### config.mk
export PLATFORM = sky130hd
export DESIGN_NAME = square_triangle_noise_sound_generator
export DESIGN_NICKNAME = d
export VERILOG_FILES = /design/src/hw/rtl/stng_pkg.sv /design/src/hw/rtl/square_triangle_noise_sound_generator.sv /design/src/hw/rtl/stng_frame.sv /design/src/hw/rtl/stng_pulse.sv /design/src/hw/rtl/stng_tri.sv /design/src/hw/rtl/stng_noise.sv
export SDC_FILE = /design/constraint.sdc
export NUM_CORES = 1
export LEC_CHECK = 0
export ABC_AREA = 1
export BUFFER_PORTS_ARGS = -buffer_cell sky130_fd_sc_hd__buf_2
export CORE_MARGIN = 1
export CORE_UTILIZATION = 50
export CTS_CLUSTER_SIZE = 14
export DETAILED_ROUTE_END_ITERATION = 8
export GPL_TIMING_DRIVEN = 0
export PLACE_DENSITY = 0.68
export SLEW_MARGIN = 15
export SYNTH_ARGS = -nofsm -noshare
export SYNTH_HDL_FRONTEND = slang
export SYNTH_SLANG_ARGS = --single-unit
### constraint.sdc
create_clock -name i_clk -period 5.55 [get_ports i_clk]
set_input_delay 0.555 -clock i_clk [delete_from_list [all_inputs] [get_ports i_clk]]
set_output_delay 0.555 -clock i_clk [all_outputs]
set_load 0.03 [all_outputs]
### src/hw/rtl/stng_pkg.sv
package stng_pkg;

    // Item operation codes
    localparam logic [1:0] OP_TICK  = 2'd0;
    localparam logic [1:0] OP_WRITE = 2'd1;
    localparam logic [1:0] OP_READ  = 2'd2;

    // Register offsets from the base of the sound unit
    localparam logic [4:0] REG_TRI_LINEAR = 5'h08;
    localparam logic [4:0] REG_TRI_LO     = 5'h0A;
    localparam logic [4:0] REG_TRI_HI     = 5'h0B;
    localparam logic [4:0] REG_NOISE_CTL  = 5'h0C;
    localparam logic [4:0] REG_NOISE_PER  = 5'h0E;
    localparam logic [4:0] REG_NOISE_LEN  = 5'h0F;
    localparam logic [4:0] REG_STATUS     = 5'h15;
    localparam logic [4:0] REG_FRAME      = 5'h17;

    // Register slots within one pulse channel
    localparam logic [1:0] PULSE_CTL      = 2'd0;
    localparam logic [1:0] PULSE_SWEEP    = 2'd1;
    localparam logic [1:0] PULSE_TIMER_LO = 2'd2;
    localparam logic [1:0] PULSE_TIMER_HI = 2'd3;

    localparam logic [15:0] PULSE_MIN_PERIOD = 16'd8;
    localparam logic [15:0] PULSE_MAX_PERIOD = 16'h07FF;
    localparam logic [10:0] TRI_MIN_PERIOD   = 11'd3;
    localparam logic [15:0] QFC_RESET        = 16'd7457;

    // Per-item strobes handed to every channel
    typedef struct packed {
        logic       tick;
        logic       even_tick;
        logic       wr;
        logic [4:0] offset;
        logic [7:0] data;
        logic       quarter;
        logic       half;
    } t_strobe;

    // Frame sequencer events for one item
    typedef struct packed {
        logic quarter;
        logic half;
        logic irq;
    } t_frame_evt;

    // Envelope unit state
    typedef struct packed {
        logic       start;
        logic [3:0] vol;
        logic [3:0] div;
    } t_env;

    function automatic logic [7:0] len_load(input logic [4:0] idx);
        logic [7:0] v;
        case (idx)
            5'd0:  v = 8'd10;   5'd1:  v = 8'd254;  5'd2:  v = 8'd20;   5'd3:  v = 8'd2;
            5'd4:  v = 8'd40;   5'd5:  v = 8'd4;    5'd6:  v = 8'd80;   5'd7:  v = 8'd6;
            5'd8:  v = 8'd160;  5'd9:  v = 8'd8;    5'd10: v = 8'd60;   5'd11: v = 8'd10;
            5'd12: v = 8'd14;   5'd13: v = 8'd12;   5'd14: v = 8'd26;   5'd15: v = 8'd14;
            5'd16: v = 8'd12;   5'd17: v = 8'd16;   5'd18: v = 8'd24;   5'd19: v = 8'd18;
            5'd20: v = 8'd48;   5'd21: v = 8'd20;   5'd22: v = 8'd96;   5'd23: v = 8'd22;
            5'd24: v = 8'd192;  5'd25: v = 8'd24;   5'd26: v = 8'd72;   5'd27: v = 8'd26;
            5'd28: v = 8'd16;   5'd29: v = 8'd28;   5'd30: v = 8'd32;   default: v = 8'd30;
        endcase
        return v;
    endfunction

    function automatic logic duty_bit(input logic [1:0] mode, input logic [2:0] step);
        logic [7:0] pat;
        case (mode)
            2'd0:    pat = 8'h02;
            2'd1:    pat = 8'h06;
            2'd2:    pat = 8'h1E;
            default: pat = 8'hF9;
        endcase
        return pat[step];
    endfunction

    function automatic logic [11:0] noise_period(input logic [3:0] idx);
        logic [11:0] v;
        case (idx)
            4'd0:  v = 12'd4;    4'd1:  v = 12'd8;    4'd2:  v = 12'd16;   4'd3:  v = 12'd32;
            4'd4:  v = 12'd64;   4'd5:  v = 12'd96;   4'd6:  v = 12'd128;  4'd7:  v = 12'd160;
            4'd8:  v = 12'd202;  4'd9:  v = 12'd254;  4'd10: v = 12'd380;  4'd11: v = 12'd508;
            4'd12: v = 12'd762;  4'd13: v = 12'd1016; 4'd14: v = 12'd2034; default: v = 12'd4068;
        endcase
        return v;
    endfunction

    // One quarter-frame clock of an envelope unit
    function automatic t_env env_clock(input t_env e, input logic [3:0] per, input logic loop);
        t_env r;
        r = e;
        if (e.start) begin
            r.vol   = 4'hF;
            r.div   = per;
            r.start = 1'b0;
        end else if (e.div != 4'd0) begin
            r.div = e.div - 4'd1;
        end else begin
            if (e.vol != 4'd0) begin
                r.vol = e.vol - 4'd1;
            end else if (loop) begin
                r.vol = 4'hF;
            end
            r.div = per;
        end
        return r;
    endfunction

endpackage

### src/hw/rtl/square_triangle_noise_sound_generator.sv
// Sound generator with two pulse channels, a triangle and a noise channel, driven by a
// stream of beats: a clock tick, a register write or a status read. Every input beat
// yields exactly one output beat with the four channel levels after that beat, the
// status read data and the frame IRQ pulse. One beat is accepted every clock cycle
// unless the input is stalled; it is held in the input register and then applied to
// all channel state, while its result is captured in the output register. The block
// stalls its input only while a result waits in the output register and the output
// side is stalling. The single configuration register sets the number of ticks
// between frame sequencer steps and may be written at any time the block holds
// no beat.
module square_triangle_noise_sound_generator (
    input  logic        i_clk,
    input  logic        i_rst_n,
    input  logic        i_in_valid,
    output logic        o_in_stall,
    input  logic [1:0]  i_operation,
    input  logic [4:0]  i_reg_offset,
    input  logic [7:0]  i_write_data,
    output logic        o_out_valid,
    input  logic        i_out_stall,
    output logic [3:0]  o_pulse_one_level,
    output logic [3:0]  o_pulse_two_level,
    output logic [3:0]  o_triangle_level,
    output logic [3:0]  o_noise_level,
    output logic [3:0]  o_read_data,
    output logic        o_irq_pulse,
    input  logic        i_cfg_valid,
    output logic        o_cfg_ready,
    input  logic [15:0] i_cfg_data
);

    logic        r_in_valid;
    logic [1:0]  r_in_op;
    logic [4:0]  r_in_offset;
    logic [7:0]  r_in_data;
    logic        r_out_valid;
    logic [3:0]  r_p1, r_p2, r_tri, r_noise, r_rd;
    logic        r_irq;
    logic [15:0] r_qfc;
    logic        r_parity;
    logic        in_accept;
    logic        advance;
    logic        is_tick;
    logic        is_wr;
    logic        is_status_rd;
    logic [3:0]  p1_level, p2_level, tri_level, noise_level;
    logic        p1_nz, p2_nz, tri_nz, noise_nz;
    logic [3:0]  n_rd;
    stng_pkg::t_frame_evt frame_evt;
    stng_pkg::t_strobe    strobe;

    // Handshake: a beat moves on whenever the output register is free or emptying
    assign advance     = r_in_valid && !(r_out_valid && i_out_stall);
    assign o_in_stall  = r_in_valid && !advance;
    assign in_accept   = i_in_valid && !o_in_stall;
    assign o_cfg_ready = 1'b1;

    assign is_tick      = advance && (r_in_op == stng_pkg::OP_TICK);
    assign is_wr        = advance && (r_in_op == stng_pkg::OP_WRITE);
    assign is_status_rd = (r_in_op == stng_pkg::OP_READ) &&
                          (r_in_offset == stng_pkg::REG_STATUS);

    // Input register
    always_ff @(posedge i_clk) begin
        if (!i_rst_n) begin
            r_in_valid <= 1'b0;
        end else if (in_accept) begin
            r_in_valid <= 1'b1;
        end else if (advance) begin
            r_in_valid <= 1'b0;
        end
    end

    always_ff @(posedge i_clk) begin
        if (in_accept) begin
            r_in_op     <= i_operation;
            r_in_offset <= i_reg_offset;
            r_in_data   <= i_write_data;
        end
    end

    // Configuration register and tick parity
    always_ff @(posedge i_clk) begin
        if (!i_rst_n) begin
            r_qfc    <= stng_pkg::QFC_RESET;
            r_parity <= 1'b0;
        end else begin
            if (i_cfg_valid) begin
                r_qfc <= i_cfg_data;
            end
            if (is_tick) begin
                r_parity <= ~r_parity;
            end
        end
    end

    stng_frame u_frame (
        .i_clk      (i_clk),
        .i_rst_n    (i_rst_n),
        .i_tick     (is_tick),
        .i_frame_wr (is_wr && (r_in_offset == stng_pkg::REG_FRAME)),
        .i_data     (r_in_data),
        .i_qfc      (r_qfc),
        .o_evt      (frame_evt)
    );

    // Strobes shared by all channels for the beat being applied
    always_comb begin
        strobe.tick      = is_tick;
        strobe.even_tick = is_tick && r_parity;
        strobe.wr        = is_wr;
        strobe.offset    = r_in_offset;
        strobe.data      = r_in_data;
        strobe.quarter   = frame_evt.quarter;
        strobe.half      = frame_evt.half;
    end

    stng_pulse u_pulse_one (
        .i_clk       (i_clk),
        .i_rst_n     (i_rst_n),
        .i_channel   (1'b0),
        .i_strobe    (strobe),
        .o_level     (p1_level),
        .o_length_nz (p1_nz)
    );

    stng_pulse u_pulse_two (
        .i_clk       (i_clk),
        .i_rst_n     (i_rst_n),
        .i_channel   (1'b1),
        .i_strobe    (strobe),
        .o_level     (p2_level),
        .o_length_nz (p2_nz)
    );

    stng_tri u_tri (
        .i_clk       (i_clk),
        .i_rst_n     (i_rst_n),
        .i_strobe    (strobe),
        .o_level     (tri_level),
        .o_length_nz (tri_nz)
    );

    stng_noise u_noise (
        .i_clk       (i_clk),
        .i_rst_n     (i_rst_n),
        .i_strobe    (strobe),
        .o_level     (noise_level),
        .o_length_nz (noise_nz)
    );

    assign n_rd = is_status_rd ? {noise_nz, tri_nz, p2_nz, p1_nz} : 4'd0;

    // Output register
    always_ff @(posedge i_clk) begin
        if (!i_rst_n) begin
            r_out_valid <= 1'b0;
        end else if (advance) begin
            r_out_valid <= 1'b1;
        end else if (!i_out_stall) begin
            r_out_valid <= 1'b0;
        end
    end

    always_ff @(posedge i_clk) begin
        if (advance) begin
            r_p1    <= p1_level;
            r_p2    <= p2_level;
            r_tri   <= tri_level;
            r_noise <= noise_level;
            r_rd    <= n_rd;
            r_irq   <= frame_evt.irq;
        end
    end

    assign o_out_valid       = r_out_valid;
    assign o_pulse_one_level = r_p1;
    assign o_pulse_two_level = r_p2;
    assign o_triangle_level  = r_tri;
    assign o_noise_level     = r_noise;
    assign o_read_data       = r_rd;
    assign o_irq_pulse       = r_irq;

`ifndef SYNTHESIS
    // The IRQ pulse only ever comes from a tick beat
    a_irq_only_on_tick: assert property (@(posedge i_clk) disable iff (!i_rst_n)
        (advance && (r_in_op != stng_pkg::OP_TICK)) |=> !r_irq)
        else $error("IRQ pulse raised by a beat that is not a tick");

    // Read data is zero unless the beat reads the status register
    a_rd_only_on_status: assert property (@(posedge i_clk) disable iff (!i_rst_n)
        (advance && !is_status_rd) |=> (r_rd == 4'd0))
        else $error("read data set by a beat that is not a status read");

    // The input side stalls only while a beat waits in the input register
    a_stall_needs_beat: assert property (@(posedge i_clk) disable iff (!i_rst_n)
        o_in_stall |-> (r_in_valid && r_out_valid && i_out_stall))
        else $error("input stalled without a blocked beat");

    // A beat that moves on always leaves a result behind
    a_advance_fills_out: assert property (@(posedge i_clk) disable iff (!i_rst_n)
        advance |=> r_out_valid)
        else $error("beat applied without a result");
`endif

endmodule

### src/hw/rtl/stng_frame.sv
module stng_frame (
    input  logic                   i_clk,
    input  logic                   i_rst_n,
    input  logic                   i_tick,
    input  logic                   i_frame_wr,
    input  logic [7:0]             i_data,
    input  logic [15:0]            i_qfc,
    output stng_pkg::t_frame_evt   o_evt
);

    logic        r_five, n_five;
    logic        r_irq_en, n_irq_en;
    logic [2:0]  r_step, n_step;
    logic [15:0] r_count, n_count;
    logic [15:0] count_inc;
    logic [15:0] qfc_eff;
    logic [3:0]  step5;
    logic [2:0]  step4;

    // Interval counter, step counter and mode write
    always_comb begin
        n_five    = r_five;
        n_irq_en  = r_irq_en;
        n_step    = r_step;
        n_count   = r_count;
        o_evt     = '0;
        count_inc = r_count + 16'd1;
        qfc_eff   = (i_qfc == 16'd0) ? 16'd1 : i_qfc;
        step5     = {1'b0, r_step} + 4'd1;
        step4     = r_step + 3'd1;
        if (i_tick) begin
            if (count_inc >= qfc_eff) begin
                n_count = 16'd0;
                if (r_five) begin
                    n_step = (step5 >= 4'd5) ? 3'(step5 - 4'd5) : step5[2:0];
                end else begin
                    n_step = {1'b0, step4[1:0]};
                end
                o_evt.quarter = r_five ? (n_step < 3'd4) : 1'b1;
                o_evt.half    = (n_step == 3'd1) || (n_step == 3'd3);
                o_evt.irq     = !r_five && (n_step == 3'd3) && r_irq_en;
            end else begin
                n_count = count_inc;
            end
        end
        if (i_frame_wr) begin
            n_five   = i_data[7];
            n_irq_en = !i_data[6];
            if (i_data[7]) begin
                o_evt.quarter = 1'b1;
                o_evt.half    = 1'b1;
            end
        end
    end

    always_ff @(posedge i_clk) begin
        if (!i_rst_n) begin
            r_five   <= 1'b0;
            r_irq_en <= 1'b0;
            r_step   <= 3'd0;
            r_count  <= 16'd0;
        end else begin
            r_five   <= n_five;
            r_irq_en <= n_irq_en;
            r_step   <= n_step;
            r_count  <= n_count;
        end
    end

endmodule

### src/hw/rtl/stng_pulse.sv
module stng_pulse (
    input  logic               i_clk,
    input  logic               i_rst_n,
    input  logic               i_channel,
    input  stng_pkg::t_strobe  i_strobe,
    output logic [3:0]         o_level,
    output logic               o_length_nz
);

    logic          r_enabled, n_enabled;
    logic [1:0]    r_duty_mode, n_duty_mode;
    logic          r_loop, n_loop;
    logic          r_env_use, n_env_use;
    logic [3:0]    r_env_period, n_env_period;
    stng_pkg::t_env r_env, n_env;
    logic          r_sweep_on, n_sweep_on;
    logic [3:0]    r_sweep_period, n_sweep_period;
    logic          r_sweep_negate, n_sweep_negate;
    logic [2:0]    r_sweep_shift, n_sweep_shift;
    logic          r_sweep_reload, n_sweep_reload;
    logic [3:0]    r_sweep_div, n_sweep_div;
    logic [15:0]   r_timer_period, n_timer_period;
    logic [15:0]   r_timer_count, n_timer_count;
    logic [2:0]    r_duty_step, n_duty_step;
    logic [7:0]    r_length, n_length;
    logic          sel;
    logic          en_bit;
    logic [15:0]   delta;
    logic [15:0]   target;
    logic          audible;

    // Register writes, then the timer, then the frame clocks
    always_comb begin
        n_enabled      = r_enabled;
        n_duty_mode    = r_duty_mode;
        n_loop         = r_loop;
        n_env_use      = r_env_use;
        n_env_period   = r_env_period;
        n_env          = r_env;
        n_sweep_on     = r_sweep_on;
        n_sweep_period = r_sweep_period;
        n_sweep_negate = r_sweep_negate;
        n_sweep_shift  = r_sweep_shift;
        n_sweep_reload = r_sweep_reload;
        n_sweep_div    = r_sweep_div;
        n_timer_period = r_timer_period;
        n_timer_count  = r_timer_count;
        n_duty_step    = r_duty_step;
        n_length       = r_length;
        sel    = i_strobe.wr && (i_strobe.offset[4:3] == 2'b00) &&
                 (i_strobe.offset[2] == i_channel);
        en_bit = i_channel ? i_strobe.data[1] : i_strobe.data[0];

        if (sel) begin
            case (i_strobe.offset[1:0])
                stng_pkg::PULSE_CTL: begin
                    n_duty_mode  = i_strobe.data[7:6];
                    n_loop       = i_strobe.data[5];
                    n_env_use    = !i_strobe.data[4];
                    n_env_period = i_strobe.data[3:0];
                end
                stng_pkg::PULSE_SWEEP: begin
                    n_sweep_on     = i_strobe.data[7];
                    n_sweep_period = {1'b0, i_strobe.data[6:4]} + 4'd1;
                    n_sweep_negate = i_strobe.data[3];
                    n_sweep_shift  = i_strobe.data[2:0];
                    n_sweep_reload = 1'b1;
                end
                stng_pkg::PULSE_TIMER_LO: begin
                    n_timer_period = {r_timer_period[15:8], i_strobe.data};
                end
                default: begin
                    if (r_enabled) begin
                        n_length = stng_pkg::len_load(i_strobe.data[7:3]);
                    end
                    n_timer_period = {5'd0, i_strobe.data[2:0], r_timer_period[7:0]};
                    n_env.start    = 1'b1;
                    n_duty_step    = 3'd0;
                end
            endcase
        end

        if (i_strobe.wr && (i_strobe.offset == stng_pkg::REG_STATUS)) begin
            n_enabled = en_bit;
            if (!en_bit) begin
                n_length = 8'd0;
            end
        end

        if (i_strobe.even_tick) begin
            if (n_timer_count == 16'd0) begin
                n_timer_count = n_timer_period;
                n_duty_step   = n_duty_step + 3'd1;
            end else begin
                n_timer_count = n_timer_count - 16'd1;
            end
        end

        if (i_strobe.quarter) begin
            n_env = stng_pkg::env_clock(n_env, n_env_period, n_loop);
        end

        // Pulse one negates in ones complement, pulse two in twos complement
        delta  = n_timer_period >> n_sweep_shift;
        target = n_sweep_negate ? (n_timer_period - delta - {15'd0, !i_channel})
                                : (n_timer_period + delta);
        if (i_strobe.half) begin
            if (n_sweep_reload) begin
                if (n_sweep_on && (n_sweep_div == 4'd0)) begin
                    n_timer_period = target;
                end
                n_sweep_div    = n_sweep_period;
                n_sweep_reload = 1'b0;
            end else if (n_sweep_div != 4'd0) begin
                n_sweep_div = n_sweep_div - 4'd1;
            end else begin
                if (n_sweep_on) begin
                    n_timer_period = target;
                end
                n_sweep_div = n_sweep_period;
            end
            if (!n_loop && (n_length != 8'd0)) begin
                n_length = n_length - 8'd1;
            end
        end
    end

    // Output level after this item
    always_comb begin
        audible = n_enabled && (n_length != 8'd0) &&
                  stng_pkg::duty_bit(n_duty_mode, n_duty_step) &&
                  (n_timer_period >= stng_pkg::PULSE_MIN_PERIOD) &&
                  (n_timer_period <= stng_pkg::PULSE_MAX_PERIOD);
        o_level     = audible ? (n_env_use ? n_env.vol : n_env_period) : 4'd0;
        o_length_nz = (n_length != 8'd0);
    end

    always_ff @(posedge i_clk) begin
        if (!i_rst_n) begin
            r_enabled      <= 1'b0;
            r_duty_mode    <= 2'd0;
            r_loop         <= 1'b0;
            r_env_use      <= 1'b0;
            r_env_period   <= 4'd0;
            r_env          <= '0;
            r_sweep_on     <= 1'b0;
            r_sweep_period <= 4'd0;
            r_sweep_negate <= 1'b0;
            r_sweep_shift  <= 3'd0;
            r_sweep_reload <= 1'b0;
            r_sweep_div    <= 4'd0;
            r_timer_period <= 16'd0;
            r_timer_count  <= 16'd0;
            r_duty_step    <= 3'd0;
            r_length       <= 8'd0;
        end else begin
            r_enabled      <= n_enabled;
            r_duty_mode    <= n_duty_mode;
            r_loop         <= n_loop;
            r_env_use      <= n_env_use;
            r_env_period   <= n_env_period;
            r_env          <= n_env;
            r_sweep_on     <= n_sweep_on;
            r_sweep_period <= n_sweep_period;
            r_sweep_negate <= n_sweep_negate;
            r_sweep_shift  <= n_sweep_shift;
            r_sweep_reload <= n_sweep_reload;
            r_sweep_div    <= n_sweep_div;
            r_timer_period <= n_timer_period;
            r_timer_count  <= n_timer_count;
            r_duty_step    <= n_duty_step;
            r_length       <= n_length;
        end
    end

endmodule

### src/hw/rtl/stng_tri.sv
module stng_tri (
    input  logic               i_clk,
    input  logic               i_rst_n,
    input  stng_pkg::t_strobe  i_strobe,
    output logic [3:0]         o_level,
    output logic               o_length_nz
);

    logic        r_enabled, n_enabled;
    logic        r_run, n_run;
    logic [6:0]  r_lin_reload, n_lin_reload;
    logic [6:0]  r_lin, n_lin;
    logic        r_lin_flag, n_lin_flag;
    logic [10:0] r_period, n_period;
    logic [10:0] r_count, n_count;
    logic [4:0]  r_step, n_step;
    logic [7:0]  r_length, n_length;
    logic        wr;
    logic        audible;

    // Register writes, then the timer, then the frame clocks
    always_comb begin
        n_enabled    = r_enabled;
        n_run        = r_run;
        n_lin_reload = r_lin_reload;
        n_lin        = r_lin;
        n_lin_flag   = r_lin_flag;
        n_period     = r_period;
        n_count      = r_count;
        n_step       = r_step;
        n_length     = r_length;
        wr = i_strobe.wr;

        if (wr && (i_strobe.offset == stng_pkg::REG_TRI_LINEAR)) begin
            n_run        = !i_strobe.data[7];
            n_lin_reload = i_strobe.data[6:0];
        end
        if (wr && (i_strobe.offset == stng_pkg::REG_TRI_LO)) begin
            n_period = {r_period[10:8], i_strobe.data};
        end
        if (wr && (i_strobe.offset == stng_pkg::REG_TRI_HI)) begin
            if (r_enabled) begin
                n_length = stng_pkg::len_load(i_strobe.data[7:3]);
            end
            n_period   = {i_strobe.data[2:0], r_period[7:0]};
            n_count    = n_period;
            n_lin_flag = 1'b1;
        end
        if (wr && (i_strobe.offset == stng_pkg::REG_STATUS)) begin
            n_enabled = i_strobe.data[2];
            if (!i_strobe.data[2]) begin
                n_length = 8'd0;
            end
        end

        // The triangle timer runs on every tick
        if (i_strobe.tick) begin
            if (n_count == 11'd0) begin
                n_count = n_period;
                if ((n_length != 8'd0) && (n_lin != 7'd0)) begin
                    n_step = n_step + 5'd1;
                end
            end else begin
                n_count = n_count - 11'd1;
            end
        end

        if (i_strobe.quarter) begin
            if (n_lin_flag) begin
                n_lin = n_lin_reload;
            end else if (n_lin != 7'd0) begin
                n_lin = n_lin - 7'd1;
            end
            if (n_run) begin
                n_lin_flag = 1'b0;
            end
        end
        if (i_strobe.half && n_run && (n_length != 8'd0)) begin
            n_length = n_length - 8'd1;
        end
    end

    // Falling half of the wave first, then the rising half
    always_comb begin
        audible = n_enabled && (n_period >= stng_pkg::TRI_MIN_PERIOD) &&
                  (n_length != 8'd0) && (n_lin != 7'd0);
        o_level     = audible ? (n_step[4] ? n_step[3:0] : ~n_step[3:0]) : 4'd0;
        o_length_nz = (n_length != 8'd0);
    end

    always_ff @(posedge i_clk) begin
        if (!i_rst_n) begin
            r_enabled    <= 1'b0;
            r_run        <= 1'b0;
            r_lin_reload <= 7'd0;
            r_lin        <= 7'd0;
            r_lin_flag   <= 1'b0;
            r_period     <= 11'd0;
            r_count      <= 11'd0;
            r_step       <= 5'd0;
            r_length     <= 8'd0;
        end else begin
            r_enabled    <= n_enabled;
            r_run        <= n_run;
            r_lin_reload <= n_lin_reload;
            r_lin        <= n_lin;
            r_lin_flag   <= n_lin_flag;
            r_period     <= n_period;
            r_count      <= n_count;
            r_step       <= n_step;
            r_length     <= n_length;
        end
    end

endmodule

### src/hw/rtl/stng_noise.sv
module stng_noise (
    input  logic               i_clk,
    input  logic               i_rst_n,
    input  stng_pkg::t_strobe  i_strobe,
    output logic [3:0]         o_level,
    output logic               o_length_nz
);

    logic           r_enabled, n_enabled;
    logic           r_loop, n_loop;
    logic           r_env_use, n_env_use;
    logic [3:0]     r_env_period, n_env_period;
    stng_pkg::t_env r_env, n_env;
    logic           r_short, n_short;
    logic [11:0]    r_period, n_period;
    logic [11:0]    r_count, n_count;
    logic [14:0]    r_lfsr, n_lfsr;
    logic [7:0]     r_length, n_length;
    logic           wr;
    logic           fb;

    // Register writes, then the timer, then the frame clocks
    always_comb begin
        n_enabled    = r_enabled;
        n_loop       = r_loop;
        n_env_use    = r_env_use;
        n_env_period = r_env_period;
        n_env        = r_env;
        n_short      = r_short;
        n_period     = r_period;
        n_count      = r_count;
        n_lfsr       = r_lfsr;
        n_length     = r_length;
        wr = i_strobe.wr;
        fb = 1'b0;

        if (wr && (i_strobe.offset == stng_pkg::REG_NOISE_CTL)) begin
            n_loop       = i_strobe.data[5];
            n_env_use    = !i_strobe.data[4];
            n_env_period = i_strobe.data[3:0];
            n_env.start  = 1'b1;
        end
        if (wr && (i_strobe.offset == stng_pkg::REG_NOISE_PER)) begin
            n_short  = i_strobe.data[7];
            n_period = stng_pkg::noise_period(i_strobe.data[3:0]);
        end
        if (wr && (i_strobe.offset == stng_pkg::REG_NOISE_LEN)) begin
            if (r_enabled) begin
                n_length = stng_pkg::len_load(i_strobe.data[7:3]);
            end
            n_env.start = 1'b1;
        end
        if (wr && (i_strobe.offset == stng_pkg::REG_STATUS)) begin
            n_enabled = i_strobe.data[3];
            if (!i_strobe.data[3]) begin
                n_length = 8'd0;
            end
        end

        // Shift register steps when the timer expires
        if (i_strobe.even_tick) begin
            if (n_count == 12'd0) begin
                n_count = n_period;
                fb      = n_lfsr[0] ^ (n_short ? n_lfsr[6] : n_lfsr[1]);
                n_lfsr  = {fb, n_lfsr[14:1]};
            end else begin
                n_count = n_count - 12'd1;
            end
        end

        if (i_strobe.quarter) begin
            n_env = stng_pkg::env_clock(n_env, n_env_period, n_loop);
        end
        if (i_strobe.half && !n_loop && (n_length != 8'd0)) begin
            n_length = n_length - 8'd1;
        end
    end

    always_comb begin
        o_level = (n_enabled && (n_length != 8'd0) && !n_lfsr[0]) ?
                  (n_env_use ? n_env.vol : n_env_period) : 4'd0;
        o_length_nz = (n_length != 8'd0);
    end

    always_ff @(posedge i_clk) begin
        if (!i_rst_n) begin
            r_enabled    <= 1'b0;
            r_loop       <= 1'b0;
            r_env_use    <= 1'b0;
            r_env_period <= 4'd0;
            r_env        <= '0;
            r_short      <= 1'b0;
            r_period     <= 12'd0;
            r_count      <= 12'd0;
            r_lfsr       <= 15'd1;
            r_length     <= 8'd0;
        end else begin
            r_enabled    <= n_enabled;
            r_loop       <= n_loop;
            r_env_use    <= n_env_use;
            r_env_period <= n_env_period;
            r_env        <= n_env;
            r_short      <= n_short;
            r_period     <= n_period;
            r_count      <= n_count;
            r_lfsr       <= n_lfsr;
            r_length     <= n_length;
        end
    end

endmodule
# [Yosys cells after proc, flatten, opt, wreduce, memory -nomap -nowiden]
# Memories as Yosys holds them, arrays and structs flattened. A register that Yosys moved wholly into a read port is not among the register bits.
# Index checks and enable logic that the tools add are counted.
[word_totals] register_bits=342 n_memories=5 input_bits=36 mem_bits_ro=1072 out_inout_bits=24 latch_bits=0 ram_bits=0
[mem_list] name="(name not given)" depth=32 word_bits=7 read_ports=1 rd_clocked_by_memory_dff=1 wr=0 line="stng_pkg.sv:56" text="case (idx)"
[mem_list] name="(name not given)" depth=32 word_bits=7 read_ports=1 rd_clocked_by_memory_dff=1 wr=0 line="stng_pkg.sv:56"
[mem_list] name="(name not given)" depth=32 word_bits=7 read_ports=1 rd_clocked_by_memory_dff=1 wr=0 line="stng_pkg.sv:56"
[mem_list] name="(name not given)" depth=32 word_bits=7 read_ports=1 rd_clocked_by_memory_dff=1 wr=0 line="stng_pkg.sv:56"
[mem_list] name="(name not given)" depth=16 word_bits=11 read_ports=1 rd_clocked_by_memory_dff=1 wr=0 line="stng_pkg.sv:82" text="case (idx)"
[classes] bitwise_logic=5 muxes=173 eq_ne=19 n_shift=2 mul=0 reduce_logical=92 addsub=30 div_mod_pow=0 order_cmp=10
[op_table] cell="two-way mux 16 bit" n=18
[op_table] cell="two-way mux 8 bit" n=31
[op_table] cell="two-way mux 4 bit" n=30
[op_table] cell="one-hot mux 16 bit (2 select lines)" n=2
[op_table] cell="nonzero test 8 bit" n=8
[op_table] cell="two-way mux 3 bit" n=18
[op_table] cell="zero test 16 bit" n=3
[op_table] cell="one-hot mux 8 bit (3 select lines)" n=2
[op_table] cell="subtractor 16 x 1 -> 16 bit, second input constant" n=3
[op_table] cell="two-way mux 1 bit" n=47
[op_table] cell="two-way mux 11 bit" n=4
[op_table] cell="logical AND 1 bit" n=43
[op_table] cell="two-way mux 5 bit" n=7
[op_table] cell="adder 16 bit" n=2
[op_table] cell="greater-or-equal comparator 16 x 4 -> 1 bit, second input constant" n=2
[op_table] cell="<= comparator 16 x 11 -> 1 bit, second input constant" n=2
[op_table] cell="nonzero test 4 bit" n=8
[op_table] cell=">> shifter 16 x 3 -> 16 bit" n=2
[op_table] cell="subtractor 16 bit" n=2
[op_table] cell="subtractor 4 x 1 -> 4 bit, second input constant" n=8
[op_table] cell="subtractor 8 x 1 -> 8 bit, second input constant" n=4
[op_table] cell="== test 5 x 4 -> 1 bit, second input constant" n=6
[op_table] cell="two-way mux 7 bit" n=4
[op_table] cell="two-way mux 12 bit" n=2
[op_table] cell="36 further kinds" n=73

# [Longest topological paths before layout]
# Gate-level depths: netlist (run 1).
[depth] word_depth=19 ltp_mapped=40 ltp_nobuf=39

# [Cells and area by module]
# From an unflattened synthesis (run 1), not the netlist that was laid out.
[hier_totals] hier_cells=3989 hier_area_um2=25727.2
[by_module_without_submodules] module="stng_pulse (u_pulse_two)" area_per_inst_um2=7322.0 seq_area_each_um2=1501.4 n_inst=1 cells_per_inst=1203
[by_module_without_submodules] module="stng_pulse (u_pulse_one)" area_per_inst_um2=7295.7 seq_area_each_um2=1501.4 n_inst=1 cells_per_inst=1185
[by_module_without_submodules] module="stng_noise" area_per_inst_um2=3813.7 seq_area_each_um2=1281.2 n_inst=1 cells_per_inst=578
[by_module_without_submodules] module="stng_tri" area_per_inst_um2=3574.7 seq_area_each_um2=1041.0 n_inst=1 cells_per_inst=569
[by_module_without_submodules] module="square_triangle_noise_sound_generator" area_per_inst_um2=1863.0 seq_area_each_um2=1461.4 n_inst=1 cells_per_inst=149
[by_module_without_submodules] module="stng_frame" area_per_inst_um2=1858.0 seq_area_each_um2=420.4 n_inst=1 cells_per_inst=305

# [Least setup slack after synthesis (run 1)]
# No wires, ideal clock.
[synth_timing] path_kind="in2reg" startpoint="in i_out_stall" endpoint="reg r_p1[1] (netlist: o_pulse_one_level[1]) (data pin)" arrival_ns=4.862 stages=35 n_path_buf=2 slack_ns=0.549 t_required_ns=5.411 cell_sequence="nand2_1 -> nand2_2 -> nor2_8 -> nand2_2 -> nor2_4 -> inv_2 -> clkbuf_1 -> o22ai_1 -> inv_1 -> clkbuf_1 -> a21oi_1 -> o21ai_0 -> o211ai_1 -> o21ai_0 -> fa_1 -> nand3_1 -> nand2_1 -> nand2_1 -> nand2_1 -> a21oi_1 -> o21bai_1 -> a21oi_1 -> o21ai_0 -> a21oi_1 -> inv_1 -> nand2_1 -> nand2_1 -> nand2_1 -> nand2_1 -> o21a_1 -> nor3_1 -> nand3_1 -> nor2_1 -> nand2_1 -> nor2_1"
[synth_via] elab_chain_len=18 word_cells_on_any_way=67
[synth_rtl] element="start, declared" line="square_triangle_noise_sound_generator.sv:20" text="input logic i_out_stall,"
[synth_rtl] element="logical AND 1 bit *" line="square_triangle_noise_sound_generator.sv:53" text="assign advance = r_in_valid && !(r_out_valid && i_out_stall);"
[synth_rtl] element="zero test 1 bit *" line="square_triangle_noise_sound_generator.sv:53"
[synth_rtl] element="logical AND 1 bit *" line="square_triangle_noise_sound_generator.sv:53"
[synth_rtl] element="logical AND 1 bit" line="square_triangle_noise_sound_generator.sv:59" text="assign is_wr = advance && (r_in_op == stng_pkg::OP_WRITE);"
[synth_rtl] element="logical AND 1 bit (2 in series)" line="stng_pulse.sv:50" text="sel = i_strobe.wr && (i_strobe.offset[4:3] == 2'b00) &&"
[synth_rtl] element="two-way mux 16 bit, or another cell as far along" line="stng_pulse.sv:54" text="if (sel) begin"
[synth_rtl] element=">> shifter 16 x 3 -> 16 bit / two-way mux 8 bit (equally long branches)" line="stng_pulse.sv:104, stng_pulse.sv:85"
[synth_rtl] element="subtractor 16 bit / two-way mux 8 bit (equally long branches)" line="stng_pulse.sv:105, stng_pulse.sv:83"
[synth_rtl] element="subtractor 16 x 1 -> 16 bit / nonzero test 8 bit (equally long branches)" line="stng_pulse.sv:105, stng_pulse.sv:122"
[synth_rtl] element="two-way mux 16 bit / logical AND 1 bit (equally long branches)" line="stng_pulse.sv:105, stng_pulse.sv:122"
[synth_rtl] element="two-way mux 16 bit / two-way mux 8 bit (equally long branches)" line="stng_pulse.sv:117, stng_pulse.sv:122"
[synth_rtl] element="two-way mux 16 bit / two-way mux 8 bit (equally long branches)" line="stng_pulse.sv:114, stng_pulse.sv:107"
[synth_rtl] element="two-way mux 16 bit / nonzero test 8 bit (equally long branches)" line="stng_pulse.sv:108, stng_pulse.sv:130"
[synth_rtl] element="two-way mux 16 bit / logical AND 1 bit (equally long branches)" line="stng_pulse.sv:107, stng_pulse.sv:130"
[synth_rtl] element="greater-or-equal comparator 16 x 4 -> 1 bit / logical AND 1 bit (equally long branches)" line="stng_pulse.sv:132, stng_pulse.sv:130"
[synth_rtl] element="logical AND 1 bit" line="stng_pulse.sv:131" text="stng_pkg::duty_bit(n_duty_mode, n_duty_step) &&"
[synth_rtl] element="logical AND 1 bit" line="stng_pulse.sv:132" text="(n_timer_period >= stng_pkg::PULSE_MIN_PERIOD) &&"
[synth_rtl] element="end signal, assigned" line="square_triangle_noise_sound_generator.sv:167" text="r_p1 <= p1_level;"
[synth_rtl] element="end, declared" line="square_triangle_noise_sound_generator.sv:37" text="logic [3:0] r_p1, r_p2, r_tri, r_noise, r_rd;"
# Every way passes the cells marked *; elsewhere a longest branch is shown, timed or not. The select of a mux whose other input is x is not followed.
# A chain may end at the register's enable or synchronous reset.

# [Worst setup path in the final report (run 1)]
[layout_timing] startpoint="reg r_in_offset[4]" endpoint="reg r_p2[3] (netlist: o_pulse_two_level[3]) (data pin)"
[layout_via] elab_chain_len=15 word_cells_on_any_way=61
[layout_rtl] element="start, declared" line="square_triangle_noise_sound_generator.sv:34" text="logic [4:0] r_in_offset;"
[layout_rtl] element="start signal, assigned" line="square_triangle_noise_sound_generator.sv:77" text="r_in_offset <= i_reg_offset;"
[layout_rtl] element="branches (longest 15 deep; another with adder 16 bit)"
[layout_rtl] element="end signal, assigned" line="square_triangle_noise_sound_generator.sv:168" text="r_p2 <= p2_level;"
[layout_rtl] element="end, declared" line="square_triangle_noise_sound_generator.sv:37"
# Several ways; the timed one is not identified. The select of a mux whose other input is x is not followed.

==> results of run 1 <==
layout by cell type, fill, tap and decap left out, types with 9 or more instances in the layout:
cell and instances:
dfxtp_1 323, buf_2 63, nor2_4 12, a211oi_1 10, o211ai_1 38, nor2_1 360, o22ai_1 44, clkbuf_16 44
nand4_1 30, clkbuf_1 80, ha_1 100, a21oi_1 182, nor2_2 18, o21ai_0 253, buf_4 39, o21ai_1 22
nor3_1 44, clkbuf_2 12, nand3_1 175, nor4_1 10, o21ai_2 9, nand3_2 16, nand2_1 657, inv_2 19
buf_6 9, xnor2_1 48, xor2_1 79, inv_1 423, nand2_4 12, mux2_2 9, nand2_2 30, o21a_1 12
a31oi_1 24, edfxtp_1 36
through the flow:
step | hold slack [ns] | setup TNS (ns) | utilization (%) | instance area (um^2)
after CTS | 0.1581 | 0 | 57.12 | 24770
after global placement | 0.4382 | -8.144 | 53.49 | 23190
final | 0.1769 | 0 | 58.41 | 25330
after detailed placement | 0.4487 | -9.419 | 53.49 | 23190
after floorplan | 0.4196 | 0 | - | 22170
after global routing | 0.1642 | -0.4076 | 58.40 | 25320
cell families after synthesis:
group                      Yosys count
AOI/OAI and AO/OA                  655
muxes                               18
and+or+nand+nor                   1392
adders and majority gates          107
other                                1
xor gates and xnor gates           128
buffers and inverters              560
DFF                                360
routing by layer:
metal	share of wire [%]	vias to the layer above	wire [um]
li1	-	10810	-
met1	43	10250	29880
met2	45	820	31700
met3	8.1	177	5676
met4	4.0	2	2827
met5	0.019	-	13
final timing paths:
check	start	end	cells past startpoint
worst max-delay path	r_in_offset[4]	o_pulse_two_level[3]	29
worst min register to register	u_noise.r_period[0]	u_noise.r_period[0]	2
worst min-delay path	i_write_data[0]	r_in_data[0]	1
worst max register to register	r_in_offset[4]	o_pulse_two_level[3]	29
timing repair:
action,4_1_cts,5_1_grt
endpoints found under the setup margin,31,41
pin swaps,4,28
resized for setup,33,122
setup buffers,7,29
cloned,0,0
power by group:
part,leakage (nW),internal [mW],total [mW],switching (mW)
combinational,7.65,0.129,0.468,0.339
sequential,2.97,2.67,2.69,0.0243
clock,0.689,1.68,2.86,1.18
total,11.3,4.48,6.02,1.54
layout make-up:
class	count	area (um^2)	share of cell area, %
buffer	104	528.0	2.085
clock inverter	20	227.7	0.8991
inverter	454	1734	6.847
multi-input combinational	2301	12770	50.43
timing repair buffer	94	585.6	2.312
sequential	360	7569	29.88
tap	585	732.0	2.890
antenna	2	5.005	0.01976
clock buffer	58	1174	4.634
state kept, by name (all words and copies together) (netlist names), 9 cells and up, named ones only:
register and flops:
u_pulse_two.r_env 9, u_pulse_one.r_timer_period 16, u_noise.r_count 12, u_pulse_one.r_env 9, u_noise.r_period 12, r_qfc 16, u_tri.r_period 11, u_pulse_two.r_timer_count 16
u_pulse_one.r_timer_count 16, u_frame.r_count 16, u_noise.r_env 9, u_tri.r_count 11, u_noise.r_lfsr 15, u_pulse_two.r_timer_period 16
==> run metrics, run 1 <==
dpl hpwl=approximately 53000 um; Clock Latency Late Sink=slightly below 0.6 ns; Core Rows=76; Yosys top cell by area=dfxtp_1; xor/xnor share of the synthesized area=just over 5%; Synth Instances=approximately 3200; #FFs+latches synth=360; Clock Sinks=360; Remaining Overflow, GRT=0; fin nets=3500; met2 usage=roughly half; Critical Path Sink Type=flop; clock slew at reported path FFs=about 0.06 ns; vias in the first global route=~20000; # DRC=0; total track usage=between 30% and 40%; power per cell area=roughly 240 nW/um^2; # fillers=between 4000 and 5000; met3 Track Usage GR=approximately 6.2%; maxcap violations=0; reg2reg setup slack=0.27 ns; Non-Filler Instances=around 4000; final WL=about 70000 um; number of antenna violations at the first check in global routing=2; Vias=22060; Req. time, crit path=about 6 ns; Post-Place Setup Slack=-1.149 ns; CP max stage cell=o22ai_1; Area Growth Syn to Fin=14.23%; WP buf/inv=6; post-synthesis mux area share=less than 1%; root buf cell=clkbuf_16; I/O pin count=60; skew final=between 0.02 and 0.03 ns; minimum clock period=approximately 5.3 ns; Synth cell types=between 60 and 70; vias per cell=5.545; worst vdd ir=between 200 and 250 uV; largest family of logic cells by synthesized area=simple AND/OR/NAND/NOR gates; maximum clock rate=between 150 and 200 MHz; level count of the clock H-tree=2; HP Class=in -> reg; Top FF cell, synth=dfxtp_1; Synth top area share=between 20% and 30%; leakage power=11.31 nW; busiest grt layer=met2; first-pass GRT wire length=roughly 110000 um; Core ar.=roughly 43000 um^2; Mapped Avg Cell Area=between 6 and 7 um^2; gpl congestion=between 0.9 and 1; status=completed; total die area=about 45000 um^2; ANT nets after route=0; pin count of the biggest net entering global routing=22; TritonCTS Buffers=42; Compound-Gate Fraction of Synth Area=between 10% and 20%; DR iter-0 viols=between 1500 and 2000; Synth top cells by count=nand2_1 (663), inv_1 (433), nor2_1 (371); Worst Slack Setup Final=about 0.27 ns; 1st-pass router iterations=6; Horiz. Die Dim=212.6 um; top-count cell post-synth=nand2_1; Synth area leaders=dfxtp_1 (29%), nand2_1 (11%), inv_1 (7.3%); Crit path top cell by count=nand2_1; CTS tree=done; Tightest Pin Transition=roughly 1.2 ns; port bufs=58; Initial Utilization=about half; register area share after synthesis=around a third; Worst Path Max Fanout=10; crit path launch type=flop; max-slew violation count=0; Final Hold Viols=0; CTS max path bufs=3; Yosys warnings=0; CP Class=reg -> reg; CP arrival=roughly 5.7 ns; simple-gate share of the synthesized area=27.16%; Mapped Area=22170 um^2; fin crit share=between 90% and 100%; layout cells sized above 1=between 10 and 15%; max_slew headroom=a little under a quarter; Cells after DPL=3864; detailed-route wire length per cell=around 18 um; hold_buf cts=0; grt met1 use=between 30 and 40%; async set-reset flop share out of synthesis=0%; die height=212.6 um; Final setup viols=0; Post-synth EDFFs=36; Adder-Cell Fraction of Synth Area=about 6.1%; syn_nets=~3400; Tot Pwr=roughly 6.0 mW; worst stage delay on the critical path=between 0.4 and 0.5 ns; Crit path max-delay family=simple AND/OR/NAND/NOR gates
Power figures use the tool's default switching activity.
==> inputs of run 2 (changes only) <==
--- a/config.mk
+++ b/config.mk
@@ -8,11 +8,11 @@
 export ABC_AREA = 1
 export BUFFER_PORTS_ARGS = -buffer_cell sky130_fd_sc_hd__buf_2
 export CORE_MARGIN = 1
-export CORE_UTILIZATION = 50
+export CORE_UTILIZATION = 55
 export CTS_CLUSTER_SIZE = 14
 export DETAILED_ROUTE_END_ITERATION = 8
 export GPL_TIMING_DRIVEN = 0
-export PLACE_DENSITY = 0.68
+export PLACE_DENSITY = 0.74
 export SLEW_MARGIN = 15
 export SYNTH_ARGS = -nofsm -noshare
 export SYNTH_HDL_FRONTEND = slang
==> run metrics, run 2 (synthesis gave the netlist of run 1 again) <==
DR iter-0 viols=2350 (was 1950); vias per cell=5.673 (was 5.545); worst stage delay on the critical path=0.58 ns (was 0.48 ns); Core ar.=39730 um^2 (was 43360 um^2); Worst Path Max Fanout=8 (was 10); most frequent cells in the layout=nand2_1 (652), inv_1 (423), nor2_1 (357) (was nand2_1 (657), inv_1 (423), nor2_1 (360)); total die area=41120 um^2 (was 45190 um^2); maxcap violations=0 (unchanged); gpl congestion=0.9630 (was 0.9640); crit path launch type=flop (unchanged); clock slew at reported path FFs=0.06 ns (about the same); maximum clock rate=187.1 MHz (was 189.4 MHz); layout cells sized above 1=11.22% (was 11.09%); Req. time, crit path=5.95 ns (was 5.98 ns); Tightest Pin Transition=1.195 ns (was 1.160 ns); Final setup viols=0 (unchanged); worst vdd ir=166.7 uV (was 218.5 uV); root buf cell=clkbuf_16 (unchanged); vias in the first global route=20500 (was 20420); Horiz. Die Dim=202.8 um (was 212.6 um); commonest non-fill, non-tap cell in the layout=nand2_1 (unchanged); detailed-route wire length per cell=17.70 um (was 17.62 um); first-pass GRT wire length=107300 um (was 107600 um); CTS max path bufs=3 (unchanged); cell-internal power=4.269 mW (was 4.479 mW); CTS tree=done (unchanged); combinational share of power=8.2% (was 7.8%); status=completed (unchanged); final WL=69080 um (was 70090 um); fin crit share=96.28% (was 95.13%); diode count=0 (was 2); Vias=22140 (was 22060); number of antenna violations at the first check in global routing=1 (was 2); leakage power=11.20 nW (was 11.31 nW); HP Class=in -> reg (unchanged); Worst Slack Setup Final=0.2064 ns (was 0.2701 ns); Core Rows=73 (was 76); max_slew headroom=19.90% (was 22.59%); die height=202.8 um (was 212.6 um); 1st-pass router iterations=6 (unchanged); # DRC=0 (unchanged); Remaining Overflow, GRT=0 (unchanged); port bufs=58 (unchanged); Final Hold Viols=0 (unchanged); I/O pin count=60 (unchanged); Post-Place Setup Slack=-1.155 ns (was -1.149 ns); WP buf/inv=4 (was 6); max-slew violation count=0 (unchanged); Switching Fraction=25.10% (was 25.61%); ANT nets after route=0 (unchanged); CP Class=reg -> reg (unchanged); CP max stage cell=edfxtp_1 (was o22ai_1); pin count of the biggest net entering global routing=22 (unchanged); setup_tns=0 ns (unchanged); fin nets=3491 (was 3500); Initial Utilization=55.81% (was 51.13%); Critical Path Sink Type=flop (unchanged); Clock Sinks=360 (unchanged); total track usage=32.84% (was 30.66%); minimum clock period=5.344 ns (was 5.280 ns); skew final=0.02562 ns (was 0.02695 ns); CP arrival=5.74 ns (was 5.71 ns); Crit path max-delay family=compound AO/OA/AOI/OAI gates (was simple AND/OR/NAND/NOR gates); level count of the clock H-tree=2 (unchanged); Crit path top cell by count=nand2_1 (unchanged); Clock power frac=44.5% (was 47.5%); Clock Latency Late Sink=0.54 ns (was 0.59 ns); TritonCTS Buffers=39 (was 42); dpl hpwl=51430 um (was 53200 um); Area Growth Syn to Fin=12.85% (was 14.23%); NetSw=1.431 mW (was 1.542 mW); power per cell area=227.8 nW/um^2 (was 237.7 nW/um^2); Flop pwr share=47.3% (was 44.7%)
==> run 2: cell count changes in the layout (fill, tap and decap cells not counted), sizes merged <==
| cell | previous run | this run |
|---|---|---|
| diode | 2 | 0 |
| buf | 116 | 109 |
| bufinv | 4 | 3 |
| clkbuf | 140 | 131 |
| clkinvlp | 5 | 2 |
| clkinv | 15 | 19 |
| inv | 450 | 452 |
==> run 2: power by group through the flow <==
| stage | logic, mW | registers (mW) | clock network [mW] |
|---|---|---|---|
| floorplan | 0.276 | 2.75 | 0 |
| global placement | 0.427 | 2.75 | 0 |
| detailed placement | 0.434 | 2.75 | 0 |
| CTS | 0.440 | 2.69 | 2.55 |
| global route | 0.505 | 2.69 | 2.67 |
| finish | 0.470 | 2.69 | 2.54 |
==> run 2: what timing repair did <==
action,4_1_cts,5_1_grt
pin swaps,9,32
gates resized for setup,40,125
setup buffers,9,21
endpoints found under the hold margin,0,0
endpoints found under the setup margin,21,27
hold buffers,0,0
==> run 2: through the flow <==
step                hold WS, ns  utilization (%)  power, mW  area [um^2]  std cells
finish                   0.2294            62.98      5.700        25020       3902
global route             0.2112            62.98      5.870        25020       3902
CTS                      0.2180            61.74      5.686        24530       3881
detailed placement       0.4410            58.19      3.183        23120       3804
global placement         0.4542            58.19      3.173        23120       3804
floorplan                0.4196                -      3.027        22170       3221
==> run 2: worst paths after layout <==
check                      start              endpoint  slack (ns)  cells after the start
max                 r_in_data[0]  o_pulse_two_level[0]        0.21                     32
min              i_write_data[7]          r_in_data[7]        0.23                      1
max reg2reg         r_in_data[0]  o_pulse_two_level[0]        0.21                     32
min reg2reg  u_noise.r_period[0]   u_noise.r_period[0]        0.46                      2
==> run 2: metal layers <==
layer  global-route usage, %  part of all wire (%)  vias up
met5                       0                     0        -
met4                   14.39                   4.3        0
met3                   5.136                   8.1      184
met2                   54.12                    46      951
met1                   42.43                    42    10200
li1                        -                     -    10800
==> run 2: layout make-up <==
cell class              count  area (um^2)
flip-flops and latches    360         7569
well taps                 525        656.9
multi-input cells        2301        12820
fillers                  3529        14710
inverters                 454         1715
repair buffers             88        515.5
clock buffers              48         1040
clock inverters            22        185.2
plain buffers             104        518.0
